[src/sv/rrrs_pkg.sv]
// Shared types and fixed field widths for the round-robin range read server.
`default_nettype none

package rrrs_pkg;

   // Fixed field widths of the request and response words
   localparam int IDX_W      = 11;
   localparam int LD_ADDR_W  = 10;
   localparam int DATA_W     = 32;
   localparam int ELEM_OUT_W = 3;

   // Function codes of a request word
   localparam logic FUNC_LOAD = 1'b0;
   localparam logic FUNC_SLOT = 1'b1;

   typedef struct packed {
      logic                  func;
      logic [LD_ADDR_W-1:0]  load_addr;
      logic [DATA_W-1:0]     load_data;
      logic                  req_valid;
      logic                  req_last;
      logic [IDX_W-1:0]      req_start;
      logic [IDX_W-1:0]      req_stop;
      logic                  out_room;
   } req_type;

   typedef struct packed {
      logic [ELEM_OUT_W-1:0] slot_element;
      logic                  req_taken;
      logic                  data_valid;
      logic [DATA_W-1:0]     data_word;
      logic                  all_done;
   } rsp_type;

   // Decision of one service slot, handed from the scheduler to the read path
   typedef struct packed {
      logic [ELEM_OUT_W-1:0] element;
      logic                  taken;
      logic                  send;
      logic [IDX_W-1:0]      index;
      logic                  all_done;
   } slot_type;

endpackage

`default_nettype wire

[src/sv/rrrs_slot_ctrl.sv]
// Round-robin element scheduler: per-element flags, range descriptors and slot pointer.
`default_nettype none

module rrrs_slot_ctrl #(
   parameter int NUM_ELEMENTS = 8
) (
   input  wire               clock,
   input  wire               reset,
   input  wire               slot_fire,
   input  rrrs_pkg::req_type req_in,
   output rrrs_pkg::slot_type slot_out
);

   localparam int PTR_W = (NUM_ELEMENTS > 1) ? $clog2(NUM_ELEMENTS) : 1;

   logic [NUM_ELEMENTS-1:0] active_ff, active_in;
   logic [NUM_ELEMENTS-1:0] streaming_ff, streaming_in;
   logic [PTR_W-1:0]        ptr_ff, ptr_in;

   logic [rrrs_pkg::IDX_W-1:0] read_idx_ff [NUM_ELEMENTS];
   logic [rrrs_pkg::IDX_W-1:0] stop_idx_ff [NUM_ELEMENTS];

   logic [rrrs_pkg::IDX_W-1:0] cur_read;
   logic [rrrs_pkg::IDX_W-1:0] cur_stop;
   logic                       latch_range;
   logic                       advance;
   logic                       taken;
   logic                       send;

   always_comb begin
      cur_read     = read_idx_ff[ptr_ff];
      cur_stop     = stop_idx_ff[ptr_ff];
      active_in    = active_ff;
      streaming_in = streaming_ff;
      latch_range  = 1'b0;
      advance      = 1'b0;
      taken        = 1'b0;
      send         = 1'b0;
      if (active_ff[ptr_ff]) begin
         if (!streaming_ff[ptr_ff]) begin
            if (req_in.req_valid) begin
               taken = 1'b1;
               if (req_in.req_last) begin
                  active_in[ptr_ff] = 1'b0;
               end else begin
                  streaming_in[ptr_ff] = 1'b1;
                  latch_range          = 1'b1;
               end
            end
         end else if (cur_read >= cur_stop) begin
            streaming_in[ptr_ff] = 1'b0;
         end else if (req_in.out_room) begin
            send    = 1'b1;
            advance = 1'b1;
         end
      end
      ptr_in = (ptr_ff == PTR_W'(NUM_ELEMENTS - 1)) ? '0 : ptr_ff + 1'b1;
   end

   always_comb begin
      slot_out.element  = rrrs_pkg::ELEM_OUT_W'(ptr_ff);
      slot_out.taken    = taken;
      slot_out.send     = send;
      slot_out.index    = cur_read;
      slot_out.all_done = (active_in == '0);
   end

   always_ff @(posedge clock) begin
      if (reset) begin
         active_ff    <= '1;
         streaming_ff <= '0;
         ptr_ff       <= '0;
      end else if (slot_fire) begin
         active_ff    <= active_in;
         streaming_ff <= streaming_in;
         ptr_ff       <= ptr_in;
      end
   end

   // Range descriptors: written only when a request latches them or a word goes out
   always_ff @(posedge clock) begin
      if (slot_fire && latch_range) begin
         read_idx_ff[ptr_ff] <= req_in.req_start;
         stop_idx_ff[ptr_ff] <= req_in.req_stop;
      end else if (slot_fire && advance) begin
         read_idx_ff[ptr_ff] <= cur_read + 1'b1;
      end
   end

endmodule

`default_nettype wire

[config.mk]
export PLATFORM = sky130hd
export DESIGN_NAME = rrrs_slot_ctrl
export DESIGN_NICKNAME = d
export VERILOG_FILES = /design/src/sv/rrrs_pkg.sv /design/src/sv/rrrs_slot_ctrl.sv
export SDC_FILE = /design/constraint.sdc
export NUM_CORES = 1
export LEC_CHECK = 0
export ABC_AREA = 1
export BUFFER_PORTS_ARGS = -buffer_cell sky130_fd_sc_hd__buf_4
export CORE_AREA = 5 5 154 119
export CTS_CLUSTER_SIZE = 8
export DETAILED_ROUTE_END_ITERATION = 8
export DIE_AREA = 0 0 159 124
export GPL_TIMING_DRIVEN = 0
export PLACE_DENSITY = 0.74
export SYNTH_ARGS = -nofsm -noshare
export SYNTH_HDL_FRONTEND = slang
export SYNTH_SLANG_ARGS = --single-unit
[constraint.sdc]
create_clock -name clock -period 6.6 [get_ports clock]
set_clock_uncertainty 0.1 [all_clocks]
set_input_delay 0.99 -clock clock [delete_from_list [all_inputs] [get_ports clock]]
set_output_delay 0.99 -clock clock [all_outputs]
set_load 0.05 [all_outputs]
; ---- Word level (Yosys, flattened, before mapping)
; Memory sizes are Yosys's and may differ from the RTL's. A register that Yosys moved wholly into a read port is not among the register bits.
; Cells that the tools add are included.
[totals]
register_bits = 19
mem_bits_rw = 176
input_bits = 71
out_inout_bits = 17
wordCells = 60
mem_count = 2
[memory_table]
columns = memory, depth, word_bits, rd, rd_ports_with_merged_regs, wr, line_no
row1 = read_idx_ff, 8, 11, 1, 1, 1, rrrs_slot_ctrl.sv:20  ; logic [rrrs_pkg::IDX_W-1:0] read_idx_ff [NUM_ELEMENTS];
row2 = stop_idx_ff, 8, 11, 1, 1, 1, rrrs_slot_ctrl.sv:21  ; logic [rrrs_pkg::IDX_W-1:0] stop_idx_ff [NUM_ELEMENTS];
[op_classes]
add_sub_neg = 2
order_cmp = 3
n_eq_ne = 3
mux = 36
bitwise = 5
reduce_logical = 6
[ops]
columns = op, n
row1 = two-way mux 8 bit, 8
row2 = two-way mux 1 bit, 19
row3 = AND 8 bit, 2
row4 = two-way mux 3 bit, 5
row5 = adder 11 x 1 -> 11 bit (second input constant), 1
row6 = >= comparator 11 bit, 1
row7 = two-way mux 11 bit, 1
row8 = logical NOT 8 bit, 1
row9 = NOT 8 bit, 1
row10 = OR 8 bit, 1
row11 = binary-select mux 1 bit (select 3 bit), 2
row12 = AND reduction 5 bit, 1
row13 = less-than comparator 3 x 4 -> 1 bit (second input constant), 1
row14 = inequality test 2 x 1 -> 1 bit (second input constant), 2
row15 = adder 3 x 1 -> 3 bit (second input constant), 1
row16 = demux 1 bit (select 3 bit), 1
row17 = == test 3 bit (second input constant), 1
row18 = >= comparator 3 x 1 -> 1 bit (second input constant), 1
row19 = logical AND 1 bit, 3
row20 = nonzero test 2 bit, 1
row21 = OR 1 bit, 1

; ---- Longest topological paths before layout
[logic_depth]
depth_word = 11
mapped_depth = 21
mapped_depth_nobuf = 18

; ---- Least setup slack after synthesis
; Ideal clock, no wire load.
[synth_timing]
path_type = register to output
from = register with a tool-made name
to = output port slot_out[12] (netlist name)
t_arrival_ps = 3585
required_time_ps = 5510
setup_slack_ps = 1925
path_stages_with_launch = 15
n_path_buf = 3
path_cell_list = dfxtp_1 -> buf_2 -> buf_2 -> o21ai_0 -> o22ai_1 -> inv_1 -> o21ai_0 -> ha_1 -> a21oi_1 -> o21a_1 -> nand2_1 -> nor2_1 -> nand4_4 -> nor2_1 -> buf_4
[synth_lines]
columns = element, line_no
row1 = "end, declared", rrrs_slot_ctrl.sv:11  ; output rrrs_pkg::slot_type slot_out

==> flow_summary.json <==
{
  "timing.slew.headroom_pct": 8.77,
  "power_density_nw_per_um2": 269,
  "timing.final.hold_violations": 0,
  "grt.met2_usage_pct": 34.3,
  "cpMostUsedCell": "sky130_fd_sc_hd__buf_4",
  "predominant_post_synthesis_flop_cell": "sky130_fd_sc_hd__edfxtp_1",
  "setup-tns-final_ns": 0,
  "die_w_um": 159,
  "end_kind": "output pin",
  "worst-endpoint-required_ns": 5.51,
  "area_growth_syn_to_layout_pct": 12.7,
  "synth_largest_area_cell": "sky130_fd_sc_hd__edfxtp_1",
  "synth-warning-count": 0,
  "yosysTopAreaCellShare_pct": 58.5,
  "clock_latency_reported_for_the_late_side_of_the_worst_skew_pair_ns": 0.44,
  "cts_post_setup_buffers_inserted": 0,
  "die_height_um": 124,
  "syn_nets": 982,
  "htree_levels": 4,
  "grt_first_pass_wirelength_mm": 33.5,
  "dp_hpwl_mm": 14.7,
  "drc": 0,
  "fin_hold_ws_ns": 0.352,
  "final_design_area_no_fill_um2": 10200,
  "globalRoute.busiestLayer": "met2",
  "ant_nets": 0,
  "cts-resized-gates": 0,
  "vdd_drop_max_mv": 0.203,
  "cpMaxStageDelayCell": "sky130_fd_sc_hd__clkbuf_1",
  "via_count_of_the_first_global_routing_pass": 6130,
  "layout_min_cycle_time_ns": 5.33,
  "seq_area_frac_synth_pct": 63.4,
  "floorplan.rows": 41,
  "die-area_um2": 19700,
  "worstHoldPathType": "reg2reg",
  "startpoint_type": "flip-flop",
  "tightest_slew_ns": 1.36,
  "post_synthesis_cell_area_um2": 9030,
  "hold-path-cell-count": 2,
  "core_footprint_um2": 16600,
  "grt_max_degree": 19,
  "timing.critical_path.cells": "buf_4 > inv_2 > buf_2 > buf_2 > clkbuf_1 > o21ai_0 > o221ai_1 > o21ai_0 > ha_1 > a21oi_1 > o21a_1 > nand2_1 > nor2_1 > nand4_4 > nor2_1 > buf_4 > buf_4",
  "timing.critical_path.slowest_cell_delay_ns": 0.48,
  "outcome": "completed",
  "initial_utilization_pct": 54.5,
  "groute.layer.met1.usage_pct": 32.1,
  "worst_setup_path_category": "reg2out",
  "syn_area_per_cell_um2": 10.1,
  "critical_path_buf_inv_count": 7,
  "p_leak_nw": 4.00,
  "met3_usage_pct": 5.00,
  "tritoncts.num_buffers": 17,
  "ys_top_cells_by_count": "206 x sky130_fd_sc_hd__nand2_1, 176 x sky130_fd_sc_hd__edfxtp_1, 101 x sky130_fd_sc_hd__nor2_1",
  "globalRoute.totalOverflow": 0,
  "critical_path_data_arrival_time_ns": 4.24,
  "drive_above_1_share_pct": 12.1,
  "clk_pin_slew_worst_paths_ns": 0.06,
  "postRouteWirelength_mm": 21.7,
  "io_buffer_count": 44,
  "drt-initial-drc-count": 748,
  "placement.cell_area_um2": 9630,
  "grt_util_overall_pct": 22.2,
  "grt_antenna_before_repair": 0,
  "max_clock_freq_ghz": 0.187,
  "finalSetupViolations": 0,
  "synth_async_sr_flop_share_pct": 0,
  "maxCapViolCount": 0,
  "cts_tree": "done",
  "fin_nets": 1045,
  "post_synth_edffs": 176,
  "cts_root_buffer": "sky130_fd_sc_hd__clkbuf_16",
  "regToRegEndpoint": "read_idx_ff[4][4]",
  "globalplace.congestion": 0.885,
  "crit_path_max_fanout": 10,
  "numClockSinks": 198,
  "ys_ff_latch": 198,
  "num_vias": 6622,
  "via_per_inst": 5.57,
  "synth_cells": 897,
  "post-route-period-util_pct": 80.8,
  "buffers_from_clock_root_to_sink_at_most": 2,
  "synth.distinct_cells": 38,
  "critical_path.top_delay_family": "buffers and inverters",
  "firstDrtPassIters": 5,
  "cts-hold-fix-buffers": 0,
  "r2r_cells": 16,
  "floorplan.io_pins": 88,
  "num_antenna_cells": 0,
  "slew_viol_final": 0,
  "yosys.cell_count.top_type": "sky130_fd_sc_hd__nand2_1",
  "synth_area_leaders": "sky130_fd_sc_hd__edfxtp_1 59%, sky130_fd_sc_hd__nand2_1 8.6%, sky130_fd_sc_hd__dfxtp_1 4.9%, sky130_fd_sc_hd__nor2_1 4.2%, sky130_fd_sc_hd__o21ai_0 4.2%",
  "grt_setup_unrepaired": "false",
  "timing.reg2reg.setup_slack_ns": 1.42,
  "layout.filler_cells": 1364,
  "wire_per_inst_um": 18.3
}
-- stage by stage --
stage	worst slack (ns)	cells	power, mW	utilization [%]
2_1_floorplan	1.93	897	1.67	-
3_3_place_gp	1.57	1156	1.78	58.1
3_5_place_dp	1.49	1156	1.79	58.1
4_1_cts	1.34	1188	2.74	61.4
5_1_grt	0.993	1188	2.84	61.4
6_report	1.27	1188	2.74	61.4
-- state kept, by name, indices dropped and copies added (netlist names), named ones only --
signal,cells
active_ff,8
stop_idx_ff,88
read_idx_ff,88
ptr_ff,3
-- worst min-delay path, cell delays in order, from the launching register on --
cell and delay, ns:
sky130_fd_sc_hd__dfxtp_1 0.31, sky130_fd_sc_hd__inv_1 0.05, sky130_fd_sc_hd__a21oi_1 0.05
-- cells by family (layout without fill, tap and decap cells) --
group | Yosys count | after routing | synth area share [%]
compound gates | 139 | 139 | 8.87
xor+xnor | 3 | 3 | 0.291
fa+ha+maj | 14 | 14 | 1.94
buf+inv | 142 | 218 | 6.55
flops | 198 | 198 | 63.4
simple gates | 401 | 401 | 18.9
-- cell type report --
class / instances / area (µm²) / area share [%]
Inverter: 101 / 384 / 3.77
Multi-Input combinational cell: 557 / 2710 / 26.7
Timing Repair Buffer: 44 / 330 / 3.25
Clock inverter: 12 / 111 / 1.09
Sequential cell: 198 / 5730 / 56.3
Clock buffer: 20 / 437 / 4.29
Tap cell: 215 / 269 / 2.64
Buffer: 41 / 208 / 2.04
-- worst max-delay path by stage --
stage                        end  slack (ns)  cells after the start
2_1_floorplan       slot_out[12]        1.93                     14
6_report            slot_out[12]        1.27                     17
4_1_cts             slot_out[12]        1.34                     16
3_5_place_dp   read_idx_ff[4][9]        1.49                     16
5_1_grt             slot_out[12]        0.99                     16
3_3_place_gp   read_idx_ff[4][9]        1.57                     16
-- placed cells by master, fill, tap and decap left out, types with 2 or more instances in the layout --
cell	instances
sky130_fd_sc_hd__clkinvlp_4	5
sky130_fd_sc_hd__o21ai_1	6
sky130_fd_sc_hd__o22ai_1	14
sky130_fd_sc_hd__clkbuf_1	21
sky130_fd_sc_hd__inv_1	98
sky130_fd_sc_hd__nand2_2	2
sky130_fd_sc_hd__nand3b_1	6
sky130_fd_sc_hd__o21ai_0	75
sky130_fd_sc_hd__nor2_4	2
sky130_fd_sc_hd__nor2_2	7
sky130_fd_sc_hd__inv_8	5
sky130_fd_sc_hd__inv_6	2
sky130_fd_sc_hd__nand4_1	9
sky130_fd_sc_hd__a31oi_1	3
sky130_fd_sc_hd__o21ai_2	3
sky130_fd_sc_hd__nor2_1	101
sky130_fd_sc_hd__a21oi_1	18
sky130_fd_sc_hd__nand3_2	3
sky130_fd_sc_hd__a211o_1	2
sky130_fd_sc_hd__clkbuf_16	17
sky130_fd_sc_hd__o221ai_1	10
sky130_fd_sc_hd__nand2_1	206
sky130_fd_sc_hd__nor3_1	9
sky130_fd_sc_hd__buf_4	52
sky130_fd_sc_hd__xor2_1	3
sky130_fd_sc_hd__buf_2	13
sky130_fd_sc_hd__dfxtp_1	22
sky130_fd_sc_hd__a21boi_0	3
sky130_fd_sc_hd__edfxtp_1	176
sky130_fd_sc_hd__inv_2	2
sky130_fd_sc_hd__nand3_1	54
sky130_fd_sc_hd__ha_1	14
-- per-layer routing --
layer  wire length (µm)  share of wire, %
met1               9420                43
met2               9760                45
met3               2250                10
met4                303               1.4
met5                  0                 0
-- where the power goes --
part	switching, mW	internal, mW
Clock	0.473	0.496
Sequential	0.00617	1.38
Combinational	0.279	0.112
(Power assumes the default switching activity.)
